## src/dda_pkg.sv

```systemverilog
`timescale 1ns / 1ps
`default_nettype none

package dda_pkg;

  localparam int COORD_BITS   = 9;
  localparam int FRAC_BITS    = 16;
  localparam int POS_BITS     = COORD_BITS + FRAC_BITS;
  localparam int INC_BITS     = FRAC_BITS + 2;
  localparam int QUO_BITS     = FRAC_BITS + 1;
  localparam int DIV_CNT_BITS = $clog2(FRAC_BITS + 1);
  localparam int CQ_DEPTH     = 4;
  localparam int CQ_AW        = 2;
  localparam int RQ_DEPTH     = 2;
  localparam int RQ_AW        = 1;

  typedef logic [COORD_BITS-1:0] coord_t;
  typedef logic [POS_BITS-1:0]   pos_t;
  typedef logic [INC_BITS-1:0]   inc_t;
  typedef logic [QUO_BITS-1:0]   quo_t;

  typedef enum logic {
    ACT_START = 1'b0,
    ACT_STEP  = 1'b1
  } action_t;

  typedef enum logic {
    ST_RUN = 1'b0,
    ST_DIV = 1'b1
  } state_t;

  // Command as classified by the front end.
  typedef struct packed {
    action_t action;
    coord_t  sx;
    coord_t  sy;
    coord_t  mag_x;
    coord_t  mag_y;
    coord_t  k;
    logic    neg_x;
    logic    neg_y;
  } cmd_t;

  typedef struct packed {
    coord_t px;
    coord_t py;
    logic   last;
    logic   nal;
  } res_t;

  typedef struct packed {
    logic   start;
    coord_t mag_x;
    coord_t mag_y;
    coord_t k;
  } div_req_t;

  typedef struct packed {
    logic done;
    quo_t q_x;
    quo_t q_y;
  } div_rsp_t;

  // Round a position to the nearest pixel, ties upward.
  function automatic coord_t round_pixel(input pos_t pos);
    logic [POS_BITS:0] sum;
    sum = {1'b0, pos} + ((POS_BITS + 1)'(1) << (FRAC_BITS - 1));
    return sum[FRAC_BITS +: COORD_BITS];
  endfunction

endpackage

`default_nettype wire

```

## src/dda_line_rasterizer_top.sv

```systemverilog
`timescale 1ns / 1ps
`default_nettype none

// Channel   Handshake          Payload
// input     push / full        action, start_x, start_y, end_x, end_y
// result    empty / pop        pixel_x, pixel_y, last_pixel, no_active_line
//
// Step items complete at one per cycle once in the back end while the
// result queue has room. A start item returns its pixel at once but,
// for a line of nonzero length, holds the back end while the shared
// divider forms both increments. A four-entry command queue and a
// two-entry result queue let the input and output sides stall
// independently. Reset (rst, synchronous) empties both queues and ends any line in progress.

module dda_line_rasterizer_top (
  input  wire logic            clk,
  input  wire logic            rst,
  input  wire logic            push,
  output logic                 full,
  input  wire logic            action,
  input  wire dda_pkg::coord_t start_x,
  input  wire dda_pkg::coord_t start_y,
  input  wire dda_pkg::coord_t end_x,
  input  wire dda_pkg::coord_t end_y,
  output logic                 empty,
  input  wire logic            pop,
  output dda_pkg::coord_t      pixel_x,
  output dda_pkg::coord_t      pixel_y,
  output logic                 last_pixel,
  output logic                 no_active_line
);

  logic              cmd_valid;
  logic              cmd_take;
  dda_pkg::cmd_t     cmd;
  dda_pkg::div_req_t div_req;
  dda_pkg::div_rsp_t div_rsp;
  dda_pkg::res_t     res;

  dda_front u_front (
    .clk       (clk),
    .rst       (rst),
    .push      (push),
    .full      (full),
    .action    (action),
    .start_x   (start_x),
    .start_y   (start_y),
    .end_x     (end_x),
    .end_y     (end_y),
    .cmd_valid (cmd_valid),
    .cmd       (cmd),
    .cmd_take  (cmd_take)
  );

  dda_div u_div (
    .clk (clk),
    .rst (rst),
    .req (div_req),
    .rsp (div_rsp)
  );

  dda_back u_back (
    .clk       (clk),
    .rst       (rst),
    .cmd_valid (cmd_valid),
    .cmd       (cmd),
    .cmd_take  (cmd_take),
    .div_req   (div_req),
    .div_rsp   (div_rsp),
    .empty     (empty),
    .pop       (pop),
    .res       (res)
  );

  assign pixel_x        = res.px;
  assign pixel_y        = res.py;
  assign last_pixel     = res.last;
  assign no_active_line = res.nal;

endmodule

`default_nettype wire

```

## src/dda_front.sv

```systemverilog
`timescale 1ns / 1ps
`default_nettype none

module dda_front (
  input  wire logic            clk,
  input  wire logic            rst,
  input  wire logic            push,
  output logic                 full,
  input  wire logic            action,
  input  wire dda_pkg::coord_t start_x,
  input  wire dda_pkg::coord_t start_y,
  input  wire dda_pkg::coord_t end_x,
  input  wire dda_pkg::coord_t end_y,
  output logic                 cmd_valid,
  output dda_pkg::cmd_t        cmd,
  input  wire logic            cmd_take
);

  dda_pkg::cmd_t            mem [dda_pkg::CQ_DEPTH];
  logic [dda_pkg::CQ_AW-1:0] wr_ptr;
  logic [dda_pkg::CQ_AW-1:0] rd_ptr;
  logic [dda_pkg::CQ_AW:0]   count;
  dda_pkg::cmd_t            new_cmd;
  logic                     do_push;
  logic                     do_pop;

  // Classify the item on its way in: deltas, signs and the step count.
  always_comb begin
    new_cmd        = '0;
    new_cmd.action = dda_pkg::action_t'(action);
    new_cmd.sx     = start_x;
    new_cmd.sy     = start_y;
    new_cmd.neg_x  = end_x < start_x;
    new_cmd.neg_y  = end_y < start_y;
    new_cmd.mag_x  = new_cmd.neg_x ? (start_x - end_x) : (end_x - start_x);
    new_cmd.mag_y  = new_cmd.neg_y ? (start_y - end_y) : (end_y - start_y);
    new_cmd.k      = (new_cmd.mag_x > new_cmd.mag_y) ? new_cmd.mag_x : new_cmd.mag_y;
  end

  assign full      = (count == (dda_pkg::CQ_AW + 1)'(dda_pkg::CQ_DEPTH));
  assign cmd_valid = (count != '0);
  assign cmd       = mem[rd_ptr];
  assign do_push   = push && !full;
  assign do_pop    = cmd_take && cmd_valid;

  always_ff @(posedge clk) begin
    if (do_push) begin
      mem[wr_ptr] <= new_cmd;
    end
  end

  always_ff @(posedge clk) begin
    if (rst) begin
      wr_ptr <= '0;
      rd_ptr <= '0;
      count  <= '0;
    end else begin
      if (do_push) begin
        wr_ptr <= wr_ptr + 1'b1;
      end
      if (do_pop) begin
        rd_ptr <= rd_ptr + 1'b1;
      end
      case ({do_push, do_pop})
        2'b10:   count <= count + 1'b1;
        2'b01:   count <= count - 1'b1;
        default: count <= count;
      endcase
    end
  end

endmodule

`default_nettype wire

```

## src/dda_div.sv

```systemverilog
`timescale 1ns / 1ps
`default_nettype none

module dda_div (
  input  wire logic              clk,
  input  wire logic              rst,
  input  wire dda_pkg::div_req_t req,
  output dda_pkg::div_rsp_t      rsp
);

  logic                            busy;
  logic                            done;
  logic [dda_pkg::DIV_CNT_BITS-1:0] cnt;
  dda_pkg::coord_t                 k_r;
  dda_pkg::coord_t                 rx;
  dda_pkg::coord_t                 ry;
  dda_pkg::quo_t                   qx;
  dda_pkg::quo_t                   qy;
  logic [dda_pkg::COORD_BITS:0]    tx;
  logic [dda_pkg::COORD_BITS:0]    ty;
  logic                            gex;
  logic                            gey;
  dda_pkg::coord_t                 rx_next;
  dda_pkg::coord_t                 ry_next;

  // Restoring division of (mag << FRAC_BITS) by k, one quotient bit per
  // cycle for both axes. The first step compares the bare magnitude, which
  // gives the integer bit of the quotient.
  always_comb begin
    tx      = (cnt == '0) ? {1'b0, rx} : {rx, 1'b0};
    ty      = (cnt == '0) ? {1'b0, ry} : {ry, 1'b0};
    gex     = tx >= {1'b0, k_r};
    gey     = ty >= {1'b0, k_r};
    rx_next = gex ? dda_pkg::COORD_BITS'(tx - {1'b0, k_r})
                  : dda_pkg::COORD_BITS'(tx);
    ry_next = gey ? dda_pkg::COORD_BITS'(ty - {1'b0, k_r})
                  : dda_pkg::COORD_BITS'(ty);
  end

  always_ff @(posedge clk) begin
    if (req.start) begin
      rx  <= req.mag_x;
      ry  <= req.mag_y;
      k_r <= req.k;
    end else if (busy) begin
      rx <= rx_next;
      ry <= ry_next;
      qx <= {qx[dda_pkg::QUO_BITS-2:0], gex};
      qy <= {qy[dda_pkg::QUO_BITS-2:0], gey};
    end
  end

  always_ff @(posedge clk) begin
    if (rst) begin
      busy <= 1'b0;
      done <= 1'b0;
      cnt  <= '0;
    end else begin
      done <= 1'b0;
      if (req.start) begin
        busy <= 1'b1;
        cnt  <= '0;
      end else if (busy) begin
        cnt <= cnt + 1'b1;
        if (cnt == dda_pkg::DIV_CNT_BITS'(dda_pkg::FRAC_BITS)) begin
          busy <= 1'b0;
          done <= 1'b1;
        end
      end
    end
  end

  assign rsp.done = done;
  assign rsp.q_x  = qx;
  assign rsp.q_y  = qy;

endmodule

`default_nettype wire

```

## src/dda_back.sv

```systemverilog
`timescale 1ns / 1ps
`default_nettype none

module dda_back (
  input  wire logic              clk,
  input  wire logic              rst,
  input  wire logic              cmd_valid,
  input  wire dda_pkg::cmd_t     cmd,
  output logic                   cmd_take,
  output dda_pkg::div_req_t      div_req,
  input  wire dda_pkg::div_rsp_t div_rsp,
  output logic                   empty,
  input  wire logic              pop,
  output dda_pkg::res_t          res
);

  dda_pkg::state_t           state;
  dda_pkg::state_t           state_next;
  dda_pkg::pos_t             pos_x;
  dda_pkg::pos_t             pos_y;
  dda_pkg::inc_t             inc_x;
  dda_pkg::inc_t             inc_y;
  dda_pkg::coord_t           steps_left;
  logic                      line_active;
  logic                      neg_x;
  logic                      neg_y;

  dda_pkg::res_t             rq_mem [dda_pkg::RQ_DEPTH];
  logic [dda_pkg::RQ_AW-1:0] rq_wr;
  logic [dda_pkg::RQ_AW-1:0] rq_rd;
  logic [dda_pkg::RQ_AW:0]   rq_cnt;
  logic                      rq_full;
  logic                      rq_push;
  logic                      rq_pop;

  dda_pkg::pos_t             step_x;
  dda_pkg::pos_t             step_y;
  dda_pkg::coord_t           steps_dec;
  dda_pkg::res_t             res_in;
  dda_pkg::inc_t             qx_ext;
  dda_pkg::inc_t             qy_ext;
  logic                      is_start;
  logic                      long_line;

  assign is_start  = (cmd.action == dda_pkg::ACT_START);
  assign long_line = (cmd.k != '0);

  // Datapath for a step and for the result of the current command.
  always_comb begin
    step_x = pos_x + {{(dda_pkg::POS_BITS - dda_pkg::INC_BITS){inc_x[dda_pkg::INC_BITS-1]}},
                      inc_x};
    step_y = pos_y + {{(dda_pkg::POS_BITS - dda_pkg::INC_BITS){inc_y[dda_pkg::INC_BITS-1]}},
                      inc_y};
    steps_dec = steps_left - 1'b1;
    qx_ext    = {1'b0, div_rsp.q_x};
    qy_ext    = {1'b0, div_rsp.q_y};
    res_in    = '0;
    case (cmd.action)
      dda_pkg::ACT_START: begin
        res_in.px   = cmd.sx;
        res_in.py   = cmd.sy;
        res_in.last = !long_line;
      end
      dda_pkg::ACT_STEP: begin
        if (line_active) begin
          res_in.px   = dda_pkg::round_pixel(step_x);
          res_in.py   = dda_pkg::round_pixel(step_y);
          res_in.last = (steps_dec == '0);
        end else begin
          res_in.nal = 1'b1;
        end
      end
      default: res_in = '0;
    endcase
  end

  always_comb begin
    state_next = state;
    case (state)
      dda_pkg::ST_RUN: begin
        if (cmd_take && is_start && long_line) begin
          state_next = dda_pkg::ST_DIV;
        end
      end
      dda_pkg::ST_DIV: begin
        if (div_rsp.done) begin
          state_next = dda_pkg::ST_RUN;
        end
      end
      default: state_next = dda_pkg::ST_RUN;
    endcase
  end

  always_comb begin
    cmd_take      = 1'b0;
    div_req.start = 1'b0;
    div_req.mag_x = cmd.mag_x;
    div_req.mag_y = cmd.mag_y;
    div_req.k     = cmd.k;
    case (state)
      dda_pkg::ST_RUN: begin
        cmd_take      = cmd_valid && !rq_full;
        div_req.start = cmd_valid && !rq_full && is_start && long_line;
      end
      dda_pkg::ST_DIV: begin
        cmd_take      = 1'b0;
        div_req.start = 1'b0;
      end
      default: begin
        cmd_take      = 1'b0;
        div_req.start = 1'b0;
      end
    endcase
  end

  assign rq_push = cmd_take;

  always_ff @(posedge clk) begin
    if (cmd_take) begin
      if (is_start) begin
        pos_x <= {cmd.sx, {dda_pkg::FRAC_BITS{1'b0}}};
        pos_y <= {cmd.sy, {dda_pkg::FRAC_BITS{1'b0}}};
        neg_x <= cmd.neg_x;
        neg_y <= cmd.neg_y;
      end else if (line_active) begin
        pos_x <= step_x;
        pos_y <= step_y;
      end
    end
    if (state == dda_pkg::ST_DIV && div_rsp.done) begin
      inc_x <= neg_x ? (~qx_ext + 1'b1) : qx_ext;
      inc_y <= neg_y ? (~qy_ext + 1'b1) : qy_ext;
    end
  end

  always_ff @(posedge clk) begin
    if (rst) begin
      state       <= dda_pkg::ST_RUN;
      steps_left  <= '0;
      line_active <= 1'b0;
    end else begin
      state <= state_next;
      if (cmd_take) begin
        if (is_start) begin
          steps_left  <= cmd.k;
          line_active <= long_line;
        end else if (line_active) begin
          steps_left <= steps_dec;
          if (steps_dec == '0) begin
            line_active <= 1'b0;
          end
        end
      end
    end
  end

  // Result queue toward the output ports.
  assign rq_full = (rq_cnt == (dda_pkg::RQ_AW + 1)'(dda_pkg::RQ_DEPTH));
  assign empty   = (rq_cnt == '0);
  assign rq_pop  = pop && !empty;
  assign res     = rq_mem[rq_rd];

  always_ff @(posedge clk) begin
    if (rq_push) begin
      rq_mem[rq_wr] <= res_in;
    end
  end

  always_ff @(posedge clk) begin
    if (rst) begin
      rq_wr  <= '0;
      rq_rd  <= '0;
      rq_cnt <= '0;
    end else begin
      if (rq_push) begin
        rq_wr <= rq_wr + 1'b1;
      end
      if (rq_pop) begin
        rq_rd <= rq_rd + 1'b1;
      end
      case ({rq_push, rq_pop})
        2'b10:   rq_cnt <= rq_cnt + 1'b1;
        2'b01:   rq_cnt <= rq_cnt - 1'b1;
        default: rq_cnt <= rq_cnt;
      endcase
    end
  end

`ifndef NO_ASSERTIONS
  a_active_has_steps: assert property (@(posedge clk) disable iff (rst)
    line_active |-> (steps_left != '0))
    else $error("line active with no steps left");

  a_div_enters_wait: assert property (@(posedge clk) disable iff (rst)
    div_req.start |=> (state == dda_pkg::ST_DIV))
    else $error("divider started without waiting for its quotient");

  a_done_only_waiting: assert property (@(posedge clk) disable iff (rst)
    (state == dda_pkg::ST_RUN) |-> !div_rsp.done)
    else $error("quotient arrived while no division was pending");

  a_rq_bound: assert property (@(posedge clk) disable iff (rst)
    rq_cnt <= (dda_pkg::RQ_AW + 1)'(dda_pkg::RQ_DEPTH))
    else $error("result queue overflow");
`endif

endmodule

`default_nettype wire

```

## config.mk

```make
export PLATFORM = sky130hd
export DESIGN_NAME = dda_line_rasterizer_top
export DESIGN_NICKNAME = d
export VERILOG_FILES = /design/src/dda_pkg.sv /design/src/dda_line_rasterizer_top.sv /design/src/dda_front.sv /design/src/dda_div.sv /design/src/dda_back.sv
export SDC_FILE = /design/constraint.sdc
export NUM_CORES = 1
export LEC_CHECK = 0
export BUFFER_PORTS_ARGS = -buffer_cell sky130_fd_sc_hd__buf_2
export CAP_MARGIN = 25
export CELL_PAD_IN_SITES_DETAIL_PLACEMENT = 0
export CELL_PAD_IN_SITES_GLOBAL_PLACEMENT = 1
export CORE_ASPECT_RATIO = 1.75
export CORE_UTILIZATION = 52
export DETAILED_ROUTE_END_ITERATION = 10
export GPL_TIMING_DRIVEN = 0
export PLACE_DENSITY = 0.85
export SYNTH_ARGS = -nofsm -noshare
export SYNTH_HDL_FRONTEND = slang
export SYNTH_SLANG_ARGS = --single-unit
```

## constraint.sdc

```tcl
create_clock -name clk -period 6 [get_ports clk]
set_clock_uncertainty 0.05 [all_clocks]
set_input_delay 1.2 -clock clk [delete_from_list [all_inputs] [get_ports clk]]
set_output_delay 1.2 -clock clk [all_outputs]
set_load 0.01 [all_outputs]
```

==> reports/results.ini <==
[critical_path]
slowest_stage=mux2_2
crit_type=in2reg
worstPathMaxFanout=10
start_kind=input port
critPathArrivalTime_ns=5.86
worst_setup_path_end_kind=flip-flop
crit_family=compound AO/OA/AOI/OAI gates
cp_data_required_time_ns=6.22
cp_num_buf_inv=4
cpPeakStageDelay_ns=0.45
cp_cell_sequence=buf_2, inv_1, ha_1, clkbuf_1, o211a_1, o21ai_0, a21oi_1, buf_2, mux2_2, a221oi_1, o221ai_1, xor2_2, ha_1, nand4_1, nor2_1, nand4_1, o21a_1, a41o_1, mux2_2

[grt]
antenna_found_initial=1
grt_pass1_vias=14782
grtUsageTotal_pct=24.9
globalRoute.totalOverflow=0
grt_max_degree=60
grt_pass1_wl_mm=80.0

[logic_synthesis]
synthMuxAreaShare_pct=8.59
synth-simple-area-share_pct=8.53
seq_area_frac_synth_pct=55.6
synthesis.nets=1901
synth_fa_ha_area_share_pct=7.91
synth_top_cell_area_share_pct=52.7
synth_common_cells=edfxtp_1, ha_1, nor2_1
synthArstFlopShare_pct=0
synth-compound-area-share_pct=11.1
yosysMostFrequentCell=edfxtp_1
synth-edff-count=381
synth-seq-cells=413
syn_area_mm2=0.0217
synth_area_per_cell_um2=12.6
yosys_most_used_dff=edfxtp_1
yosysWarnings=0
netlist_instances=1728
synth_top_family_by_area=compound AO/OA/AOI/OAI gates
ys_types=79
synthTopCellsByArea=edfxtp_1, ha_1, mux4_2, xnor2_1, dfxtp_1
synth_xor_xnor_area_share_pct=5.19
yosys.area.top_type=edfxtp_1

[clocking]
htree_levels=2
cts.sinks=413
numCtsBuffers=38
path_clk_slew_ns=0.07
cts_post_setup_buffers_inserted=0
cts_tree=built
clk_path_buf_depth=3
clockRootBuffer=clkbuf_16
clk_latency_ns=0.54

[routing]
num_vias=14148
wl_per_cell_um=21.3
postRouteAntennaNets=0
first_pass_iters=5
drcViolationCount=0
vias_per_cell=5.86
drt_iter0_markers=849
finalWirelength_mm=51.4

[power_and_ir_drop]
power_density_mw_per_mm2=558
power.leakage_uw=0.00889
peakVddDrop_mv=0.260

[floorplanning]
core-area_mm2=0.0411
die_h_um=272
io_pins=63
die_area_mm2=0.0426
start_util_pct=52.9
row_count=98
die_w_um=157

[sta]
fmaxAchievable_ghz=0.177
min_period_ns=5.64
rsz0062_at_grt=false
drv_slew=0
fin_tns_setup_ns=0
hold_viol_final=0
worst_pin_slew_ns=1.04
timing.final.ws_setup_ns=0.359
whs_ns=0.442
setup_viol=0
relSlewSlack_pct=30.8
period_share_pct=94.0

[layout]
drive_above_1_share_pct=15.1
num-fill-cells=3240
layout.nets=2009
final_cells=2415
fin_util_pct=58.9
area_delta_synth_final_pct=11.3

[run_status]
status=complete, no violations

[run]
drv_cap=0

[place]
place_congestion=0.929
dp_hpwl_mm=38.1
dpl.cell_count=2346
port_buffers=61
dp_slack_ns=-0.511

[hold_path]
hold_class=reg2reg

layout by cell type (no fill, tap or decap), types with 6 or more instances in the layout:
cell	n
mux2i_1	21
o21a_1	13
xor2_1	42
mux4_2	47
a31oi_1	14
nor3_1	18
dfxtp_1	32
nor2_1	121
or3_1	13
nand4_1	23
o22ai_1	6
inv_1	108
nand2b_1	13
fa_1	9
nand3_1	12
buf_2	76
ha_1	123
buf_1	9
o21ai_1	6
nor2b_1	11
a22oi_1	8
o21ai_0	99
and2_1	14
clkbuf_1	48
nand2_1	118
clkbuf_16	39
and3_1	8
a21o_1	30
a21oi_1	87
o31ai_1	18
o21bai_1	7
xnor2_1	80
mux2_2	53
o211ai_1	9
edfxtp_1	381
a211oi_1	14
nor4_1	9
what timing repair did:
action                     in CTS  in global routing
setup endpoints to repair       0                 36
hold buffers                    0                  0
resized for setup               0                  3
metal layers:
layer	wire [um]	track usage, %	vias up
li1	-	-	6681
met1	18100	25.0	7057
met2	29500	49.7	286
met3	1340	2.18	124
met4	2490	12.2	0
met5	0	0	-
cells by family (layout without fill, tap and decap cells):
| logic type | Yosys count | after routing |
|---|---|---|
| AOI/OAI and AO/OA | 370 | 370 |
| other | 0 | 1 |
| xor gates and xnor gates | 127 | 127 |
| and+or+nand+nor | 389 | 389 |
| DFF | 413 | 413 |
| buffers and inverters | 176 | 312 |
| adders and majority gates | 132 | 132 |
| muxes | 121 | 121 |
sequential cells by signal, summed over array words and instances (netlist names), 2 cells and up, named ones only:
name / flops
u_div.qy: 17
u_back.rq_mem: 40
u_back.pos_y: 25
u_div.ry: 9
u_front.count: 3
u_div.k_r: 9
u_front.mem: 192
u_div.qx: 17
u_div.rx: 9
u_back.rq_cnt: 2
u_back.pos_x: 25
u_front.wr_ptr: 2
u_back.inc_x: 18
u_back.steps_left: 9
u_front.rd_ptr: 2
u_back.inc_y: 18
u_div.cnt: 5
power by group:
| group | total, uW | internal [uW] | switching, uW |
|---|---|---|---|
| combinational | 6320 | 2460 | 3870 |
| clock | 2510 | 1440 | 1070 |
| sequential | 4660 | 4350 | 311 |
worst register-to-register path, delay by kind of cell (launching register included):
family | cells | cell delay [ns]
AO/OA/AOI/OAI | 7 | 1.57
buffers and inverters | 4 | 1.24
adder cells (fa/ha/maj) | 2 | 0.65
multiplexers | 1 | 0.45
flip-flops | 1 | 0.40
AND/OR/NAND/NOR | 3 | 0.28
stage by stage:
stage	total power, uW	area (um2)
2_1_floorplan	9190	21700
3_3_place_gp	10800	22700
3_5_place_dp	11000	22900
4_1_cts	13500	24100
5_1_grt	14300	24200
6_report	13500	24200
cell type report:
cell class	count	area (um2)	area share, %
Sequential cell	413	12100	49.9
Multi-Input combinational cell	1139	9010	37.2
Tap cell	550	688	2.84
Clock buffer	45	1010	4.17
Buffer	67	273	1.13
Antenna cell	1	2.50	0.0103
Clock inverter	23	274	1.13
Inverter	108	405	1.68
Timing Repair Buffer	69	453	1.87
worst paths after layout:
kind                                   start           endpoint  slack, ns  cells after the start
worst max-delay path              start_x[3]  u_front.mem[0][7]       0.36                     19
worst min-delay path             u_div.qx[1]        u_div.qx[2]       0.44                      0
worst min register to register   u_div.qx[1]        u_div.qx[2]       0.44                      0
worst max register to register  u_div.cnt[0]        u_div.ry[4]       1.09                     17
Note: power is estimated with default switching activity, not from simulation.
